==> config.mk <==
export PLATFORM = sky130hd
export DESIGN_NAME = stack_machine_integer_alu
export DESIGN_NICKNAME = d
export VERILOG_FILES = /design/src/rtl/smia_pkg.sv /design/src/rtl/smia_front.sv /design/src/rtl/smia_div.sv /design/src/rtl/smia_back.sv /design/src/rtl/stack_machine_integer_alu.sv
export SDC_FILE = /design/constraint.sdc
export NUM_CORES = 2
export LEC_CHECK = 0
export BUFFER_PORTS_ARGS = -buffer_cell sky130_fd_sc_hd__buf_2
export CORE_MARGIN = 1
export CORE_UTILIZATION = 25
export CTS_CLUSTER_DIAMETER = 100
export DETAILED_ROUTE_END_ITERATION = 16
export PLACE_DENSITY = 0.44
export SETUP_SLACK_MARGIN = 0.02
export SLEW_MARGIN = 20
export SYNTH_ARGS = -nofsm -noshare
export SYNTH_HDL_FRONTEND = slang
export SYNTH_SLANG_ARGS = --single-unit
==> constraint.sdc <==
create_clock -name clk_i -period 113.4 [get_ports clk_i]
set_input_delay 22.68 -clock clk_i [delete_from_list [all_inputs] [get_ports clk_i]]
set_output_delay 22.68 -clock clk_i [all_outputs]
set_load 0.01 [all_outputs]
==> src/rtl/smia_pkg.sv <==
// package for the stack machine integer alu: codes, types and constants
package smia_pkg;

  localparam int unsigned WordW = 16;
  localparam int unsigned ActW = 6;
  localparam int unsigned TrapW = 2;
  localparam int unsigned ShW = 4;
  localparam int unsigned QueueDepthDef = 2;

  typedef enum logic [5:0] {
    OP_UCHK = 6'd0, OP_ULSS = 6'd1, OP_ULEQ = 6'd2, OP_UGTR = 6'd3, OP_UGEQ = 6'd4,
    OP_UADD = 6'd5, OP_USUB = 6'd6, OP_UMUL = 6'd7, OP_UDIV = 6'd8, OP_UMOD = 6'd9,
    OP_ROR = 6'd10, OP_SHL = 6'd11, OP_SHR = 6'd12, OP_CHK = 6'd13, OP_CHKZ = 6'd14,
    OP_CHKS = 6'd15, OP_EQL = 6'd16, OP_NEQ = 6'd17, OP_LSS = 6'd18, OP_LEQ = 6'd19,
    OP_GTR = 6'd20, OP_GEQ = 6'd21, OP_ABS = 6'd22, OP_NEG = 6'd23, OP_OR = 6'd24,
    OP_XOR = 6'd25, OP_AND = 6'd26, OP_COM = 6'd27, OP_IN = 6'd28, OP_MSK = 6'd29,
    OP_NOT = 6'd30, OP_IADD = 6'd31, OP_ISUB = 6'd32, OP_IMUL = 6'd33, OP_IDIV = 6'd34,
    OP_MOD = 6'd35, OP_BIT = 6'd36
  } op_e;

  typedef enum logic [1:0] {
    TRAP_NONE = 2'd0, TRAP_OVF = 2'd1, TRAP_RANGE = 2'd2, TRAP_ZDIV = 2'd3
  } trap_e;

  // unit class chosen by the front end
  typedef enum logic [1:0] {
    CLS_LOGIC = 2'd0, CLS_MUL = 2'd1, CLS_DIV = 2'd2
  } cls_e;

  // one decoded request as it travels through the queue
  typedef struct packed {
    logic [ActW-1:0]  action;
    cls_e             cls;
    logic [WordW-1:0] left;
    logic [WordW-1:0] right;
    logic [WordW-1:0] upper;
  } req_t;

  typedef struct packed {
    logic [WordW-1:0] result;
    trap_e            trap;
  } res_t;

endpackage

==> src/rtl/smia_front.sv <==
// front end: takes requests, classifies them by unit, writes the queue
module smia_front #(
  parameter int unsigned Depth = smia_pkg::QueueDepthDef
) (
  input  logic                          clk_i,
  input  logic                          rst_ni,
  input  logic                          in_valid_i,
  output logic                          in_stall_o,
  input  logic [smia_pkg::ActW-1:0]     action_i,
  input  logic [smia_pkg::WordW-1:0]    left_i,
  input  logic [smia_pkg::WordW-1:0]    right_i,
  input  logic [smia_pkg::WordW-1:0]    upper_i,
  output logic                          q_valid_o,
  input  logic                          q_take_i,
  output smia_pkg::req_t                q_req_o
);
  localparam int unsigned PtrW = (Depth > 1) ? $clog2(Depth) : 1;

  smia_pkg::req_t mem_q [Depth];
  logic [PtrW-1:0] wr_q, rd_q;
  logic [PtrW:0]   cnt_q;
  smia_pkg::req_t  req;
  logic            push, pop;

  always_comb begin
    req.action = action_i;
    req.left   = left_i;
    req.right  = right_i;
    req.upper  = upper_i;
    case (smia_pkg::op_e'(action_i))
      smia_pkg::OP_UMUL, smia_pkg::OP_IMUL: req.cls = smia_pkg::CLS_MUL;
      smia_pkg::OP_UDIV, smia_pkg::OP_UMOD,
      smia_pkg::OP_IDIV, smia_pkg::OP_MOD: req.cls = smia_pkg::CLS_DIV;
      default: req.cls = smia_pkg::CLS_LOGIC;
    endcase
  end

  assign in_stall_o = (cnt_q == (PtrW+1)'(Depth));
  assign push = in_valid_i && !in_stall_o;
  assign q_valid_o = (cnt_q != '0);
  assign pop = q_take_i && q_valid_o;
  assign q_req_o = mem_q[rd_q];

  always_ff @(posedge clk_i) begin
    if (push) begin
      mem_q[wr_q] <= req;
    end
  end

  always_ff @(posedge clk_i or negedge rst_ni) begin
    if (!rst_ni) begin
      wr_q <= '0;
      rd_q <= '0;
      cnt_q <= '0;
    end else begin
      if (push) begin
        wr_q <= (wr_q == PtrW'(Depth-1)) ? '0 : wr_q + 1'b1;
      end
      if (pop) begin
        rd_q <= (rd_q == PtrW'(Depth-1)) ? '0 : rd_q + 1'b1;
      end
      cnt_q <= cnt_q + (PtrW+1)'(push) - (PtrW+1)'(pop);
    end
  end
endmodule

==> src/rtl/smia_div.sv <==
// pipelined 16-bit unsigned divider, one quotient bit per stage
module smia_div (
  input  logic                       clk_i,
  input  logic                       adv_i,
  input  logic [smia_pkg::WordW-1:0] dividend_i,
  input  logic [smia_pkg::WordW-1:0] divisor_i,
  output logic [smia_pkg::WordW-1:0] quot_o,
  output logic [smia_pkg::WordW-1:0] rem_o
);
  localparam int unsigned W = smia_pkg::WordW;

  logic [W-1:0] rem_q [W+1];
  logic [W-1:0] quo_q [W+1];
  logic [W-1:0] dvs_q [W+1];

  always_comb begin
    rem_q[0] = '0;
    quo_q[0] = dividend_i;
    dvs_q[0] = divisor_i;
  end

  // stage k shifts in one dividend bit and does one trial subtract
  for (genvar k = 0; k < W; k++) begin : g_stage
    logic [W:0] trial;
    always_comb trial = {rem_q[k], quo_q[k][W-1]} - {1'b0, dvs_q[k]};
    always_ff @(posedge clk_i) begin
      if (adv_i) begin
        dvs_q[k+1] <= dvs_q[k];
        if (!trial[W]) begin
          rem_q[k+1] <= trial[W-1:0];
          quo_q[k+1] <= {quo_q[k][W-2:0], 1'b1};
        end else begin
          rem_q[k+1] <= {rem_q[k][W-2:0], quo_q[k][W-1]};
          quo_q[k+1] <= {quo_q[k][W-2:0], 1'b0};
        end
      end
    end
  end

  assign quot_o = quo_q[W];
  assign rem_o  = rem_q[W];
endmodule

==> src/rtl/smia_back.sv <==
// back end: execution pipeline with multiplier and divider, output register
module smia_back (
  input  logic                       clk_i,
  input  logic                       rst_ni,
  input  logic                       q_valid_i,
  output logic                       q_take_o,
  input  smia_pkg::req_t             q_req_i,
  output logic                       out_valid_o,
  input  logic                       out_stall_i,
  output logic [smia_pkg::WordW-1:0] result_o,
  output logic [smia_pkg::TrapW-1:0] trap_o
);
  localparam int unsigned W = smia_pkg::WordW;
  localparam int unsigned Lat = W + 2;

  logic adv;
  logic [Lat-1:0] vld_q;
  smia_pkg::req_t rq_q [Lat];
  smia_pkg::res_t res_q [Lat];
  logic [2*W-1:0] prod_q;
  logic a_neg_q [Lat];
  logic b_neg_q [Lat];

  // whole pipe moves together; a bubble or a free output lets it move
  assign adv = !vld_q[Lat-1] || !out_stall_i;
  assign q_take_o = adv;
  assign out_valid_o = vld_q[Lat-1];
  assign result_o = res_q[Lat-1].result;
  assign trap_o = res_q[Lat-1].trap;

  // stage 0: simple ops, multiply operands, divider magnitudes
  smia_pkg::req_t r;
  smia_pkg::res_t s0;
  logic signed [W-1:0] sa, sb, sc;
  logic [W-1:0] mag_a, mag_b, qt, rm;
  logic [smia_pkg::ShW-1:0] sh;
  logic [W:0] sum;
  logic signed [W:0] ssum;
  logic [2*W-1:0] rot;

  always_comb begin
    r = q_req_i;
    sa = r.left;
    sb = r.right;
    sc = r.upper;
    sh = r.right[smia_pkg::ShW-1:0];
    mag_a = sa[W-1] ? -r.left : r.left;
    mag_b = sb[W-1] ? -r.right : r.right;
    sum = '0;
    ssum = '0;
    rot = {r.left, r.left} >> sh;
    s0.result = '0;
    s0.trap = smia_pkg::TRAP_NONE;
    case (smia_pkg::op_e'(r.action))
      smia_pkg::OP_UCHK: begin
        s0.result = r.left;
        if (r.left < r.right || r.left > r.upper) s0.trap = smia_pkg::TRAP_RANGE;
      end
      smia_pkg::OP_ULSS: s0.result = W'(r.left < r.right);
      smia_pkg::OP_ULEQ: s0.result = W'(r.left <= r.right);
      smia_pkg::OP_UGTR: s0.result = W'(r.left > r.right);
      smia_pkg::OP_UGEQ: s0.result = W'(r.left >= r.right);
      smia_pkg::OP_UADD: begin
        sum = {1'b0, r.left} + {1'b0, r.right};
        s0.result = sum[W-1:0];
        if (sum[W]) s0.trap = smia_pkg::TRAP_OVF;
      end
      smia_pkg::OP_USUB: begin
        s0.result = r.left - r.right;
        if (r.left < r.right) s0.trap = smia_pkg::TRAP_OVF;
      end
      smia_pkg::OP_ROR: s0.result = rot[W-1:0];
      smia_pkg::OP_SHL: s0.result = r.left << sh;
      smia_pkg::OP_SHR: s0.result = r.left >> sh;
      smia_pkg::OP_CHK: begin
        s0.result = r.left;
        if (sa < sb || sa > sc) s0.trap = smia_pkg::TRAP_RANGE;
      end
      smia_pkg::OP_CHKZ: begin
        s0.result = r.left;
        if (sa[W-1] || sa > sb) s0.trap = smia_pkg::TRAP_RANGE;
      end
      smia_pkg::OP_CHKS: begin
        s0.result = r.left;
        if (sa[W-1]) s0.trap = smia_pkg::TRAP_RANGE;
      end
      smia_pkg::OP_EQL: s0.result = W'(r.left == r.right);
      smia_pkg::OP_NEQ: s0.result = W'(r.left != r.right);
      smia_pkg::OP_LSS: s0.result = W'(sa < sb);
      smia_pkg::OP_LEQ: s0.result = W'(sa <= sb);
      smia_pkg::OP_GTR: s0.result = W'(sa > sb);
      smia_pkg::OP_GEQ: s0.result = W'(sa >= sb);
      smia_pkg::OP_ABS: s0.result = mag_b;
      smia_pkg::OP_NEG: s0.result = -r.right;
      smia_pkg::OP_OR:  s0.result = r.left | r.right;
      smia_pkg::OP_XOR: s0.result = r.left ^ r.right;
      smia_pkg::OP_AND: s0.result = r.left & r.right;
      smia_pkg::OP_COM: s0.result = ~r.right;
      smia_pkg::OP_IN: begin
        if (r.left[W-1:smia_pkg::ShW] == '0) begin
          s0.result = W'(r.right[W-1-r.left[smia_pkg::ShW-1:0]]);
        end
      end
      smia_pkg::OP_MSK: s0.result = ~({W{1'b1}} >> sh);
      smia_pkg::OP_NOT: s0.result = W'(!r.right[0]);
      smia_pkg::OP_IADD: begin
        ssum = {sa[W-1], sa} + {sb[W-1], sb};
        s0.result = ssum[W-1:0];
        if (ssum[W] != ssum[W-1]) s0.trap = smia_pkg::TRAP_OVF;
      end
      smia_pkg::OP_ISUB: begin
        ssum = {sa[W-1], sa} - {sb[W-1], sb};
        s0.result = ssum[W-1:0];
        if (ssum[W] != ssum[W-1]) s0.trap = smia_pkg::TRAP_OVF;
      end
      smia_pkg::OP_BIT: s0.result = {1'b1, {(W-1){1'b0}}} >> sh;
      default: s0 = '0;
    endcase
  end

  logic [W-1:0] div_a, div_b;
  assign div_a = (r.action == smia_pkg::ActW'(smia_pkg::OP_UDIV) ||
                  r.action == smia_pkg::ActW'(smia_pkg::OP_UMOD)) ? r.left : mag_a;
  assign div_b = (r.action == smia_pkg::ActW'(smia_pkg::OP_UDIV) ||
                  r.action == smia_pkg::ActW'(smia_pkg::OP_UMOD)) ? r.right : mag_b;

  smia_div u_div (
    .clk_i      (clk_i),
    .adv_i      (adv),
    .dividend_i (div_a),
    .divisor_i  (div_b),
    .quot_o     (qt),
    .rem_o      (rm)
  );

  always_ff @(posedge clk_i or negedge rst_ni) begin
    if (!rst_ni) begin
      vld_q <= '0;
    end else if (adv) begin
      vld_q <= {vld_q[Lat-2:0], q_valid_i};
    end
  end

  // multiply registered once after stage 0
  always_ff @(posedge clk_i) begin
    if (adv) begin
      if (rq_q[0].action == smia_pkg::ActW'(smia_pkg::OP_IMUL)) begin
        prod_q <= (2*W)'($signed(rq_q[0].left) * $signed(rq_q[0].right));
      end else begin
        prod_q <= rq_q[0].left * rq_q[0].right;
      end
    end
  end

  always_ff @(posedge clk_i) begin
    if (adv) begin
      rq_q[0] <= r;
      res_q[0] <= s0;
      a_neg_q[0] <= sa[W-1];
      b_neg_q[0] <= sb[W-1];
    end
  end

  for (genvar k = 1; k < Lat; k++) begin : g_pipe
    smia_pkg::res_t nr;
    always_comb begin
      nr = res_q[k-1];
      if (k == 2 && rq_q[k-1].cls == smia_pkg::CLS_MUL) begin
        nr.result = prod_q[W-1:0];
        nr.trap = smia_pkg::TRAP_NONE;
        if (rq_q[k-1].action == smia_pkg::ActW'(smia_pkg::OP_IMUL)) begin
          if (prod_q[2*W-1:W-1] != '0 && prod_q[2*W-1:W-1] != '1)
            nr.trap = smia_pkg::TRAP_OVF;
        end else if (prod_q[2*W-1:W] != '0) begin
          nr.trap = smia_pkg::TRAP_OVF;
        end
      end
      // divider output lines up with stage W-1
      if (k == W && rq_q[k-1].cls == smia_pkg::CLS_DIV) begin
        nr.trap = smia_pkg::TRAP_NONE;
        case (smia_pkg::op_e'(rq_q[k-1].action))
          smia_pkg::OP_UDIV: nr.result = qt;
          smia_pkg::OP_UMOD: nr.result = rm;
          smia_pkg::OP_IDIV: begin
            nr.result = (a_neg_q[k-1] ^ b_neg_q[k-1]) ? -qt : qt;
            // only the most negative over minus one leaves the range
            if (!(a_neg_q[k-1] ^ b_neg_q[k-1]) && qt[W-1]) nr.trap = smia_pkg::TRAP_OVF;
          end
          default: nr.result = a_neg_q[k-1] ? -rm : rm;
        endcase
        if (rq_q[k-1].right == '0) begin
          nr.result = '0;
          nr.trap = smia_pkg::TRAP_ZDIV;
        end
      end
    end
    always_ff @(posedge clk_i) begin
      if (adv) begin
        rq_q[k] <= rq_q[k-1];
        a_neg_q[k] <= a_neg_q[k-1];
        b_neg_q[k] <= b_neg_q[k-1];
        res_q[k] <= nr;
      end
    end
  end
endmodule

==> src/rtl/stack_machine_integer_alu.sv <==
// top level of the stack machine 16-bit integer alu
// One request per cycle is taken and one result per cycle is delivered once the
// pipe is full and while the output does not stall. Every request, whatever its
// operation, passes through the queue and then the 18-stage back end, whose depth
// is set by the 16-stage divider, one quotient bit per stage, plus the operand
// stage and the output register. A two-entry queue sits between the front end,
// which accepts and classifies requests, and the back end, so input stays open
// for a while when the output stalls. The whole back-end pipe halts while a
// finished result is held under stall. Unsigned and signed divide/modulo by zero
// give result 0 and trap 3; overflow traps keep the low 16 bits of the true
// result.
module stack_machine_integer_alu #(
  parameter int unsigned QueueDepth = smia_pkg::QueueDepthDef
) (
  input  logic                        clk_i,
  input  logic                        rst_ni,
  input  logic                        in_valid_i,
  output logic                        in_stall_o,
  input  logic [smia_pkg::ActW-1:0]   action_i,
  input  logic [smia_pkg::WordW-1:0]  left_i,
  input  logic [smia_pkg::WordW-1:0]  right_i,
  input  logic [smia_pkg::WordW-1:0]  upper_i,
  output logic                        out_valid_o,
  input  logic                        out_stall_i,
  output logic [smia_pkg::WordW-1:0]  result_o,
  output logic [smia_pkg::TrapW-1:0]  trap_o
);
  logic           q_valid, q_take;
  smia_pkg::req_t q_req;

  // front end and request queue
  smia_front #(.Depth(QueueDepth)) u_front (
    .clk_i      (clk_i),
    .rst_ni     (rst_ni),
    .in_valid_i (in_valid_i),
    .in_stall_o (in_stall_o),
    .action_i   (action_i),
    .left_i     (left_i),
    .right_i    (right_i),
    .upper_i    (upper_i),
    .q_valid_o  (q_valid),
    .q_take_i   (q_take),
    .q_req_o    (q_req)
  );

  // execution pipe with output register
  smia_back u_back (
    .clk_i       (clk_i),
    .rst_ni      (rst_ni),
    .q_valid_i   (q_valid),
    .q_take_o    (q_take),
    .q_req_i     (q_req),
    .out_valid_o (out_valid_o),
    .out_stall_i (out_stall_i),
    .result_o    (result_o),
    .trap_o      (trap_o)
  );

`ifndef SYNTHESIS
  // a held result stays put under stall
  a_out_hold: assert property (@(posedge clk_i) disable iff (!rst_ni)
    out_valid_o && out_stall_i |=> out_valid_o && $stable(result_o) && $stable(trap_o))
    else $error("result changed under stall");

  // a divide-by-zero trap always carries a zero word
  a_zdiv_zero: assert property (@(posedge clk_i) disable iff (!rst_ni)
    out_valid_o && trap_o == smia_pkg::TRAP_ZDIV |-> result_o == '0)
    else $error("divide by zero with nonzero result");

  // a request accepted while the back end is not taking is still in the queue
  a_take_hold: assert property (@(posedge clk_i) disable iff (!rst_ni)
    in_valid_i && !in_stall_o && !q_take |=> q_valid)
    else $error("accepted request lost");
`endif
endmodule

# Word-level counts from Yosys, hierarchy flattened
# Memories as Yosys holds them, arrays and structs flattened.
# Cells that the tools add are included.
# word_totals
mem_bits_rw	1480
regBits	806
n_memories	5
# classes
bitwise	6
add_sub_neg	29
eq_ne	51
n_mux	68
shift	5
mul	2
order_cmp	11
n_reduce_logical	23
# mem_list
memory	depth	width	rd	rd_ports_with_merged_regs	write_ports	line	source
u_back.rq_q	18	56	17	0	18	smia_back.sv:18	smia_pkg::req_t rq_q [Lat];
u_back.res_q	18	18	18	0	18	smia_back.sv:19	smia_pkg::res_t res_q [Lat];
u_front.mem_q	2	56	1	0	1	smia_front.sv:19	smia_pkg::req_t mem_q [Depth];
u_back.a_neg_q	18	1	17	0	18	smia_back.sv:21	logic a_neg_q [Lat];
u_back.b_neg_q	18	1	17	0	18	smia_back.sv:22	logic b_neg_q [Lat];
# ops
cell	count
16-bit one-hot mux with 28 select lines	1
16-bit 2-to-1 mux	21
17-bit by 16-bit subtractor with 17-bit output	15
6-bit by 5-bit == test with 1-bit output (second input constant)	16
6-bit by 4-bit == test with 1-bit output (second input constant)	12
16-bit greater-than comparator	4
16-bit by 16-bit multiplier with 32-bit output	2
16-bit negation	4
18-bit 2-to-1 mux	3
6-bit == test (second input constant)	8
16-bit one-hot mux with 3 select lines	1
16-bit by 16-bit adder with 17-bit output	2
1-bit 2-to-1 mux	33
16-bit greater-or-equal comparator	2
16-bit less-or-equal comparator	2
16-bit < comparator	2
32-bit by 5-bit < comparator with 1-bit output (second input constant)	1
32-bit 2-to-1 mux	1
16-bit inverter	2
16-bit by 4-bit right shift with 16-bit output (first input constant)	2
32-bit by 4-bit right shift with 16-bit output	1
6-bit by 3-bit == test with 1-bit output (second input constant)	4
17-bit != test (second input constant)	1
17-bit nonzero test	1
34 further kinds	54

# Logic depth before layout (Yosys ltp)
# An unclocked memory read counts as a cell.
# logic_depth
ltp_word	8
mapped_depth	26
mapped_depth_nobuf	24

# Modules after synthesis
# From an unflattened synthesis, not the netlist that was laid out.
# unflattened
hier_cells	6753
area_unflattened_um2	88787.7
# by_module_without_submodules
mod	n_inst	area_each_um2	cells_each	seq_area_each_um2
smia_back	1	46268.1	3683	23602.6
smia_div	1	38109.0	2870	22581.7
smia_front	1	4410.5	200	3463.3

# Least setup slack after synthesis
# No wires, ideal clock.
# synth_path
path_type	in2reg
from	input port out_stall_i
to	register u_back.vld_q[10]
slack_ps	44434
n_path_buf	1
required_time_ps	113188
stages	3
t_arrival_ps	68754
setup_ps	212
path_cell_list	nand2_1 -> clkbuf_1 -> mux2_2
# synth_between
elab_chain_cells	2
# synth_lines
item	line	source
from (decl)	stack_machine_integer_alu.sv:24	input logic out_stall_i,
1-bit zero test	smia_back.sv:25	assign adv = !vld_q[Lat-1] || !out_stall_i;
1-bit logical OR	smia_back.sv:25	
via q_take	stack_machine_integer_alu.sv:28	logic q_valid, q_take;
to (signal assigned)	smia_back.sv:140	vld_q <= {vld_q[Lat-2:0], q_valid_i};
to (decl)	smia_back.sv:17	logic [Lat-1:0] vld_q;
# The timed path passes the listed nets, and every way through them passes these cells.
# A chain may end at the register's enable or synchronous reset.

==> flow_summary.toml <==
[cts]
numCtsBuffers = 185
htreeDepth = 4
cts_root_buf = "clkbuf_16"
clock_latency_ns = 0.86
cts.path.max_buffers = 4
cts_setup_buffers = 0
holdBufCountCts = 0
clock_sinks = 1641
cts.clk_slew.worst_paths_ns = 0.06
cts_resized = 0
cts_tree = "built"

[placement]
place.gp.congestion = 0.868
dp_hpwl_um = 147000
dp.cells = 11300
numPortBuffers = 77

[synthesis]
synth_compound_area_share_pct = 8.52
synthXorXnorAreaFrac_pct = 2.81
post_synth_and_or_nand_nor_area_fraction_pct = 8.06
ys_seq_area_share_pct = 56.4
synth_top_family_by_area = "adder cells"
synth-async-reset-ratio_pct = 1.34
synth_edf_count = 1619
synth_area_um2 = 87200
yosys.area_share.adder_pct = 15.5
yosys_most_used_dff = "edfxtp_1"
yosys_warnings = 0
synthCells = 6666
synth_mux_area_share_pct = 4.32
ys_ff_latch = 1641
avgSynthCellArea_um2 = 13.1
synth_cell_types = 100

[outcome]
status = "completed"

[grt]
grt_pass1_vias = 53200
grt_antenna_before_repair = 11
grt_max_degree = 201
grt_first_pass_wirelength_um = 315000
groute.usage.overall_pct = 11.5
grt_overflow = 0

[route]
wire_per_inst_um = 17.5
drtIter0Drc = 3280
num_vias = 51000
dr.pass1.iters = 7
avgViaCountPerCell = 4.40
drc = 0
ant_nets = 0
wl_um = 203000

[die]
design.die.area_um2 = 351000
ios = 78
initial_core_util_pct = 25.2
fp.coreArea_um2 = 347000
rows = 216
die_w_um = 593
die_h_um = 593

[final_layout]
layout.nets = 7790
post_layout_nonfiller_instances = 11600
fin_util_pct = 28.8
final_layout_size_suffix_gt1_share_pct = 10.9
area_growth_pct = 14.4
most-common-layout-cells = "1619 x edfxtp_1, 850 x inv_1, 469 x ha_1"
final_common_cell = "edfxtp_1"

[timing]
hold_ws_ns = 0.398
worstMarginPinSlew_ns = 1.10
clock.fmax_mhz = 37.5
rsz0062_at_grt = "no"
final_max_slew_viol_count = 0
finalCritPeriodShare_pct = 23.5
timing.final.crit_period_ns = 26.63
skew_ns = 0.0455
maxSlewHeadroom_pct = 26.4
fin_tns_setup_ns = 0
final-hold-violation-count = 0
finalSetupViolations = 0

[setup_path]
r2r_start = "u_back.rq_q[0][40]"
reg2reg_to = "u_back.prod_q[31]"
setup.worst_path.class = "in2reg"
worstSetupEndpointType = "flop"
worstRegToRegCells = 22
reg2reg_slack_ns = 105.65
worstPathMaxFanout = 167
cp-start-kind = "input pin"
cp.required_ns = 113.85
critPathArrivalTime_ns = 27.08

[min_path]
hold_end = "u_back.rq_q[15][52]"
worstHoldPathCells = 0
hp-start = "u_back.rq_q[14][52]"
hold_class = "reg2reg"

[run]
maxCapViolCount = 0
final cells by class:
type	instances	area [um^2]
inverter	858	3220
timing repair buffer	167	1170
sequential	1641	49200
tap	4578	5730
clock inverter	108	1280
clock buffer	222	4810
fill	34900	247000
antenna	2	5.00
multi-input combinational	4027	34400
sequential cells by signal, summed over array words and instances (netlist names), 16 cells and up:
| signal | flops |
|---|---|
| u_back.res_q | 324 |
| u_back.u_div.quot_o | 16 |
| u_back.u_div.dvs_q | 240 |
| u_back.u_div.rem_o | 16 |
| u_back.prod_q | 32 |
| u_front.mem_q | 112 |
| u_back.u_div.rem_q | 240 |
| u_back.rq_q | 400 |
| u_back.u_div.quo_q | 239 |
| u_back.vld_q | 18 |
how the worst max path moves through the flow:
stage	from	to	slack [ns]	depth (start not counted)
floorplan	out_stall_i	u_back.vld_q[10]	44.43	3
global placement	out_stall_i	u_back.rq_q[14][51]	85.96	7
detailed placement	out_stall_i	u_back.rq_q[14][51]	85.83	7
CTS	out_stall_i	u_back.rq_q[12][51]	86.76	7
global route	out_stall_i	u_back.rq_q[14][51]	86.34	8
finish	out_stall_i	u_back.rq_q[9][55]	86.77	8
cell usage after synthesis (all sizes together) (17+ instances only):
master	number	area (um^2)
nand2b	65	407
a21oi	304	1520
xor2	57	499
nand3	121	606
a211oi	39	293
nor3	113	571
nand4	32	200
o211ai	65	498
and3	36	225
a31oi	42	263
a22o	21	184
a2111oi	24	211
nor2	311	1170
a221oi	20	175
nand2	401	1510
edfxtp	1619	48600
and2	142	888
a211o	18	158
o21ai	224	1120
clkbuf	111	417
ha	469	5870
o31a	22	193
fa	383	7670
mux2	241	2710
o31ai	30	239
dfrtp	22	551
o22ai	37	231
xnor2	223	1950
a22oi	18	135
buf	35	200
a21o	61	458
or3	50	313
o21bai	17	128
nor2b	41	257
nor4	27	184
inv	854	3210
o21a	54	407
mux2i	97	1030
through the flow:
| step | worst slack (ns) | instance area (um^2) |
|---|---|---|
| 2_1_floorplan | 44.43 | 87200 |
| 5_1_grt | 86.34 | 99800 |
| 3_5_place_dp | 85.83 | 93600 |
| 4_1_cts | 86.76 | 99700 |
| 3_3_place_gp | 85.96 | 93600 |
| 6_report | 86.77 | 99800 |
routing by layer:
metal	global-route usage (%)	routed length (um)
met1	15.1	93000
met5	0	13
met4	3.92	6890
met2	19.3	95000
met3	1.74	8080
critical path, stage by stage:
cell,delay (ns)
buf_2,0.12
nand2_4,0.27
buf_4,0.51
buf_12,0.57
buf_4,0.70
buf_12,0.41
buf_16,0.52
buf_4,0.88
kinds of logic (layout without fill, tap and decap cells):
logic type / Yosys count / after routing
and+or+nand+nor: 1426 / 1426
AOI/OAI and AO/OA: 1123 / 1123
muxes: 339 / 339
xor gates and xnor gates: 280 / 280
adders and majority gates: 852 / 852
buffers and inverters: 1004 / 1355
DFF: 1641 / 1641
other: 1 / 9
Power is left out: the tool's default activity adds up to more than one toggle a clock period on the data nets, which glitch-free logic cannot reach.
